<file path="config.mk">
export PLATFORM = sky130hd
export DESIGN_NAME = utf8_stream_decoder
export DESIGN_NICKNAME = d
export VERILOG_FILES = /design/src/rtl/core/u8sd_pkg.sv /design/src/rtl/core/utf8_stream_decoder.sv
export VERILOG_INCLUDE_DIRS = /design/src /design/src/rtl/core
export SDC_FILE = /design/constraint.sdc
export NUM_CORES = 1
export LEC_CHECK = 0
export BUFFER_PORTS_ARGS = -buffer_cell sky130_fd_sc_hd__buf_2
export CORE_ASPECT_RATIO = 1.1
export CORE_MARGIN = 8
export CORE_UTILIZATION = 27
export CTS_CLUSTER_DIAMETER = 120
export DETAILED_ROUTE_END_ITERATION = 12
export HOLD_SLACK_MARGIN = 0.05
export PLACE_DENSITY = 0.54
export RECOVER_POWER = 50
export SLEW_MARGIN = 15
export SYNTH_ARGS = -nofsm -noshare
export SYNTH_HDL_FRONTEND = slang
export SYNTH_SLANG_ARGS = --single-unit
</file>
<file path="constraint.sdc">
create_clock -name clk_i -period 5.35 [get_ports clk_i]
set_clock_uncertainty 0.05 [all_clocks]
set_input_delay 0.535 -clock clk_i [delete_from_list [all_inputs] [get_ports clk_i]]
set_output_delay 0.535 -clock clk_i [all_outputs]
set_load 0.01 [all_outputs]
</file>
<file path="src/rtl/core/assert_macros.svh">
// Assertion macros shared by the RTL that checks itself.
`ifndef ASSERT_MACROS_SVH
`define ASSERT_MACROS_SVH

// Property checked at every rising clock edge outside reset.
`define ASSERT_CLK(lbl, prop, msg) \
  lbl: assert property (@(posedge clk_i) disable iff (!rst_ni) (prop)) else $error(msg);

// Condition that must never hold outside reset.
`define ASSERT_NEVER(lbl, cond, msg) \
  lbl: assert property (@(posedge clk_i) disable iff (!rst_ni) !(cond)) else $error(msg);

`endif

</file>
<file path="src/rtl/core/u8sd_pkg.sv">
// Types and constants for the UTF-8 stream decoder.
`timescale 1ns / 1ps

package u8sd_pkg;

  localparam int unsigned CpWidth    = 21;
  localparam int unsigned LenWidth   = 3;
  localparam int unsigned StatWidth  = 2;
  localparam int unsigned TotalWidth = 16;

  localparam logic [StatWidth-1:0] STATUS_OK    = 2'd0;
  localparam logic [StatWidth-1:0] STATUS_SKIP  = 2'd1;
  localparam logic [StatWidth-1:0] STATUS_TRUNC = 2'd2;

  localparam logic [LenWidth-1:0] LEN_SKIP = 3'd0;
  localparam logic [LenWidth-1:0] LEN_ONE  = 3'd1;
  localparam logic [LenWidth-1:0] LEN_TWO  = 3'd2;
  localparam logic [LenWidth-1:0] LEN_THREE = 3'd3;
  localparam logic [LenWidth-1:0] LEN_FOUR = 3'd4;

  typedef struct packed {
    logic [CpWidth-1:0]    code_point;
    logic [LenWidth-1:0]   char_bytes;
    logic [StatWidth-1:0]  status;
    logic [TotalWidth-1:0] char_total;
    logic                  string_end;
  } res_t;

endpackage

</file>
<file path="src/rtl/core/utf8_stream_decoder.sv">
// UTF-8 stream decoder top level: byte-serial decode to code points.
// Decode is shifts and masks on the state registers. Each result is registered in the output
// register, or in the skid if it is held. One byte per cycle is taken while the skid is empty.
// A two-entry output (register plus skid) keeps bytes flowing while one result waits.
// Reset (rst_ni low, asynchronous) clears the decode state, the count and both output slots.
`timescale 1ns / 1ps
`include "assert_macros.svh"

module utf8_stream_decoder #(
  parameter int unsigned COUNT_WIDTH = 16
) (
  input  logic                            clk_i,
  input  logic                            rst_ni,
  input  logic                            in_valid_i,
  output logic                            in_ready_o,
  input  logic [7:0]                      in_byte_i,
  input  logic                            is_final_i,
  output logic                            out_valid_o,
  input  logic                            out_ready_i,
  output logic [u8sd_pkg::CpWidth-1:0]    code_point_o,
  output logic [u8sd_pkg::LenWidth-1:0]   char_bytes_o,
  output logic [u8sd_pkg::StatWidth-1:0]  status_o,
  output logic [u8sd_pkg::TotalWidth-1:0] char_total_o,
  output logic                            string_end_o
);
  import u8sd_pkg::*;

  // Decode state
  logic [1:0]             rem_q, rem_d;    // continuation bytes still expected
  logic [CpWidth-1:0]     part_q, part_d;  // code point bits gathered so far
  logic [LenWidth-1:0]    len_q, len_d;    // length of the character in progress
  logic [COUNT_WIDTH-1:0] cnt_q, cnt_d;    // completed characters, saturating

  logic                   in_fire;
  logic                   res_valid;
  res_t                   res;
  logic [COUNT_WIDTH-1:0] cnt_inc;
  logic [31:0]            cnt_ext;

  // Output register and skid slot
  logic out_valid_q, out_valid_d;
  logic skid_valid_q, skid_valid_d;
  res_t out_q, out_d;
  res_t skid_q, skid_d;
  logic out_take;

  assign in_ready_o = !skid_valid_q;
  assign in_fire    = in_valid_i && in_ready_o;
  assign out_take   = out_valid_q && out_ready_i;

  assign cnt_inc = (cnt_q == {COUNT_WIDTH{1'b1}}) ? cnt_q : cnt_q + COUNT_WIDTH'(1);

  // --- decode step ---------------------------------------------------------
  always_comb begin
    rem_d     = rem_q;
    part_d    = part_q;
    len_d     = len_q;
    cnt_d     = cnt_q;
    res_valid = 1'b0;
    res       = '0;

    if (rem_q == 2'd0) begin
      priority if (!in_byte_i[7]) begin
        // plain ASCII, zero byte included
        cnt_d          = cnt_inc;
        res_valid      = 1'b1;
        res.code_point = CpWidth'(in_byte_i);
        res.char_bytes = LEN_ONE;
        res.status     = STATUS_OK;
      end else if (in_byte_i[7:4] == 4'hF) begin
        part_d = CpWidth'(in_byte_i[2:0]);
        len_d  = LEN_FOUR;
        rem_d  = 2'd3;
      end else if (in_byte_i[7:5] == 3'b111) begin
        part_d = CpWidth'(in_byte_i[3:0]);
        len_d  = LEN_THREE;
        rem_d  = 2'd2;
      end else if (in_byte_i[7:6] == 2'b11) begin
        part_d = CpWidth'(in_byte_i[4:0]);
        len_d  = LEN_TWO;
        rem_d  = 2'd1;
      end else begin
        // lone continuation byte where a lead byte belongs
        res_valid      = 1'b1;
        res.code_point = '0;
        res.char_bytes = LEN_SKIP;
        res.status     = STATUS_SKIP;
      end
    end else begin
      // continuation: low six bits shifted in, byte not checked
      part_d = {part_q[CpWidth-7:0], in_byte_i[5:0]};
      rem_d  = rem_q - 2'd1;
      if (rem_d == 2'd0) begin
        cnt_d          = cnt_inc;
        res_valid      = 1'b1;
        res.code_point = part_d;
        res.char_bytes = len_q;
        res.status     = STATUS_OK;
        part_d         = '0;
        len_d          = '0;
      end
    end

    cnt_ext        = 32'(cnt_d);
    res.char_total = cnt_ext[TotalWidth-1:0];
    res.string_end = is_final_i;

    if (is_final_i) begin
      if (rem_d != 2'd0) begin
        // string ends inside a character
        res_valid      = 1'b1;
        res.code_point = part_d;
        res.char_bytes = len_d;
        res.status     = STATUS_TRUNC;
      end
      rem_d  = '0;
      part_d = '0;
      len_d  = '0;
      cnt_d  = '0;
    end
  end

  always_ff @(posedge clk_i or negedge rst_ni) begin
    if (!rst_ni) begin
      rem_q  <= '0;
      part_q <= '0;
      len_q  <= '0;
      cnt_q  <= '0;
    end else if (in_fire) begin
      rem_q  <= rem_d;
      part_q <= part_d;
      len_q  <= len_d;
      cnt_q  <= cnt_d;
    end
  end

  // --- output register and skid slot ---------------------------------------
  // A new result goes to the output register when it is free or drains this
  // cycle with the skid empty; otherwise it lands in the skid.
  always_comb begin
    out_valid_d  = out_valid_q;
    skid_valid_d = skid_valid_q;
    out_d        = out_q;
    skid_d       = skid_q;
    if (!out_valid_q) begin
      if (in_fire && res_valid) begin
        out_valid_d = 1'b1;
        out_d       = res;
      end
    end else if (out_take) begin
      if (skid_valid_q) begin
        out_d        = skid_q;
        skid_valid_d = in_fire && res_valid;
        skid_d       = res;
      end else begin
        out_valid_d = in_fire && res_valid;
        out_d       = res;
      end
    end else if (in_fire && res_valid) begin
      skid_valid_d = 1'b1;
      skid_d       = res;
    end
  end

  always_ff @(posedge clk_i or negedge rst_ni) begin
    if (!rst_ni) begin
      out_valid_q  <= 1'b0;
      skid_valid_q <= 1'b0;
    end else begin
      out_valid_q  <= out_valid_d;
      skid_valid_q <= skid_valid_d;
    end
  end

  always_ff @(posedge clk_i) begin
    out_q  <= out_d;
    skid_q <= skid_d;
  end

  assign out_valid_o  = out_valid_q;
  assign code_point_o = out_q.code_point;
  assign char_bytes_o = out_q.char_bytes;
  assign status_o     = out_q.status;
  assign char_total_o = out_q.char_total;
  assign string_end_o = out_q.string_end;

  // --- assertions ----------------------------------------------------------
  `ASSERT_NEVER(a_skid_without_out, skid_valid_q && !out_valid_q, "skid holds a result ahead of the output register")
  `ASSERT_CLK(a_final_clears, (in_fire && is_final_i) |=> (rem_q == 2'd0 && cnt_q == '0 && len_q == '0), "state not cleared after final byte")
  `ASSERT_CLK(a_trunc_at_end, (out_valid_q && out_q.status == STATUS_TRUNC) |-> out_q.string_end, "truncation reported off the final byte")
  `ASSERT_CLK(a_len_covers_rem, (rem_q != 2'd0) |-> ({1'b0, rem_q} < len_q), "pending length shorter than bytes still expected")

endmodule

</file>
==> key figures <==
Floorplanning
  • IO Count: 58
  • Core ar.: 21160 sq um
  • Initial Utilization: 27.31%
  • Site row count: 56
  • Die ar.: 26340 sq um
  • Die width: 155.5 um
  • Die span in y: 169.4 um

Setup path
  • Critical setup path kind: input pin to register
  • Worst EP required: 5.32 ns
  • CP Data Arrival Time: 3.09 ns
  • Crit path to: skid_q[6]
  • Critical path origin: is_final_i
  • R2R setup slack: 2.52 ns
  • RR Startpoint: rem_q[0]
  • Startpoint Class: input pin
  • Setup crit end kind: register
  • Reg-to-Reg End: skid_q[6]
  • Max FO, Critical Path: 43
  • Reg2Reg Depth: 5

Cells and area
  • Fillcell total: 2190
  • Fin nets: 548
  • Layout cells sized above 1: 16.09%
  • Area Growth Syn to Fin: 18.28%

Power and ir drop
  • Peak supply drop: 232.0 uV
  • Pwr dens: 515.2 nW/um^2
  • Leak Pwr: 2.509 nW

STA
  • Final Cycle Share: 58.37%
  • Crit path time final: 3.123 ns
  • Setup TNS: 0 ns
  • Slew @ Worst Pin: 2.280 ns
  • Pins Over Slew Limit: 39
  • Max Fclk: 0.3202 GHz
  • Final hold viol count: 0
  • RSZ-0062 raised after global routing: false
  • Final hold slack: 0.4110 ns
  • Final setup viols: 0
  • Max_slew headroom: -51.99%

Synth
  • Cell count after synthesis: 483
  • YS warnings: 0
  • Async set-or-reset flop fraction in the synthesized netlist: 30.65%
  • Post-synth EDFFs: 86
  • Seq/Total Area, Yosys: 61.15%
  • Mapped Nets: 497
  • Multiplexer share of the synthesized area: 8.315%
  • Synth Area in Adders: 0.2165%
  • Cell area after synthesis: 5778 sq um
  • Post-synthesis cell type count: 52
  • Synth Register Bits: 124
  • Compound-gate portion of the synthesized area: 12.28%
  • Simple-gate share of the synthesized area: 13.88%
  • Synth Area in XOR/XNOR: 0.9095%
  • Main combinational cell family by area after synthesis: simple AND/OR/NAND/NOR gates
  • Synth Flop Type: edfxtp_1
  • Avg Cell Area, Syn: 11.96 sq um

Global route
  • Initial antenna violation count: 1
  • Largest net degree at the start of global routing: 44
  • Total grt overflow: 0
  • Global-route wire length before repair: 22230 um
  • Vias in the first global route: 3948
  • Global-route usage over all layers: 10.77%

Place
  • Final HPWL DP: 9348 um
  • RePlAce Congestion: 0.8017
  • Buffers on Ports: 57

Hold path
  • Worst Hold Class: input pin to register

Run status
  • Violated checks: capacitance limit, slew limit
  • Status: complete, but fails checks

Run
  • # Max-Cap Violations: 1

Routing
  • Wirelength, routed: 14040 um
  • Average wire per standard cell: 16.75 um
  • Post-DR vias/cell: 4.803
  • DRT Pass-1 Iters: 6
  • Post-DRT Antenna Nets: 0
  • Drt drc: 0
  • Initial DRC Count: 262
  • DR vias: 4025

CTS
  • H-Tree Depth: 4
  • Resized Gates After CTS: 0
  • Reg clk slew, reported paths: 0.06 ns
  • CTS Sinks: 124
  • Post-CTS setup buffer count: 0
  • Root Buffer: clkbuf_16
  • Clk Latency, worst-skew pair: 0.41 ns
  • Hold buffer count at cts: 0
  • Cts bufs inserted: 17
  • Clock tree from TritonCTS: done
  • CTS Buffer Depth: 2
-- worst min path at each step --
stage	end	slack (ns)	from	cells after the start
2_1_floorplan	cnt_q[0]	0.19	rst_ni	0
3_3_place_gp	part_q[10]	0.44	part_q[10]	2
3_5_place_dp	part_q[11]	0.45	part_q[11]	2
4_1_cts	cnt_q[10]	0.23	rst_ni	1
5_1_grt	out_valid_o	0.42	out_ready_i	4
6_report	out_valid_o	0.41	out_ready_i	4
-- per-layer routing --
metal  global-route usage (%)  vias up  part of all wire (%)
met3                    2.776       15                   4.6
met4                    4.476        0                   1.7
met5                        0        -                     0
met2                    17.07      100                    48
li1                         -     1903                     -
met1                    13.74     2007                    46
-- cell usage after synthesis, types with 4 or more instances --
master    number  area (sq um)
nor2_1        22         82.58
nor3_1         8         40.04
nor2b_1        4         25.02
clkbuf_1      26         97.59
a22oi_1       12         90.09
and3_1         4         25.02
dfrtp_1       38         950.9
o31ai_1        5         37.54
nand3_1        9         45.04
nand4_1        6         37.54
xnor2_1        4         35.03
a21oi_1       18         90.09
mux2_2        40         450.4
o22ai_1        4         25.02
inv_1          8         30.03
nand2_1       61         229.0
a21o_1         4         30.03
a211oi_1       6         45.04
and2_1        23         143.9
nand2b_1       4         25.02
edfxtp_1      86          2582
o21ai_0       42         210.2
a32oi_1        5         43.79
-- final cells by class --
class	instances	area, sq um	area share [%]
Sequential cell	124	3533	51.70
Multi-Input combinational cell	321	2058	30.12
Clock buffer	20	436.7	6.390
Tap cell	290	362.8	5.309
Timing Repair Buffer	62	264.0	3.863
Clock inverter	12	146.4	2.142
Inverter	8	30.03	0.4394
Antenna cell	1	2.502	0.03662
-- cell families (layout without fill, tap and decap cells) --
group                    after synthesis  in the layout
AO/OA/AOI/OAI                        113            113
other                                  0              1
buffers and inverters                 38            102
multiplexers                          42             42
flip-flops                           124            124
adder cells (fa/ha/maj)                1              1
AND/OR/NAND/NOR                      159            159
XOR/XNOR                               6              6
-- metrics by stage --
step	setup slack (ns)	cell area [sq um]	cells	utilization, %	total power, mW
finish	2.227	6834	838	32.30	3.521
floorplan	0.5298	5778	483	-	2.131
global route	1.919	6834	838	32.30	3.716
CTS	2.508	6902	837	32.62	3.613
detailed placement	2.439	6319	805	29.86	2.445
global placement	2.506	6319	805	29.86	2.424
-- cells in the final DEF, fill, tap and decap left out, types with 12 or more instances in the layout --
| master | instances |
|---|---|
| a21oi_1 | 18 |
| a22oi_1 | 12 |
| and2_1 | 18 |
| clkbuf_1 | 50 |
| clkbuf_16 | 17 |
| dfrtp_1 | 38 |
| edfxtp_1 | 86 |
| mux2_2 | 38 |
| nand2_1 | 61 |
| nor2_1 | 22 |
| o21ai_0 | 41 |
-- flip-flops by register name (all words and copies together) (netlist names) --
| register | count |
|---|---|
| skid_q | 43 |
| code_point_o | 21 |
| char_total_o | 16 |
| cnt_q | 16 |
| part_q | 15 |
| char_bytes_o | 3 |
| len_q | 3 |
| rem_q | 2 |
| status_o | 2 |
| out_valid_o | 1 |
| skid_valid_q | 1 |
| string_end_o | 1 |
-- worst max-delay path, stage by stage --
cell and delay [ns]:
clkbuf_1 0.94, o21ai_0 0.45, o21ai_0 0.24, and2_2 0.87
-- report_power, final --
| part | leakage (nW) | total, mW | internal [mW] | switching (mW) |
|---|---|---|---|---|
| sequential | 1.35 | 1.55 | 1.39 | 0.158 |
| clock | 0.283 | 1.15 | 0.729 | 0.418 |
| combinational | 0.874 | 0.826 | 0.295 | 0.531 |
| total | 2.51 | 3.52 | 2.41 | 1.11 |
Power figures use the tool's default switching activity.
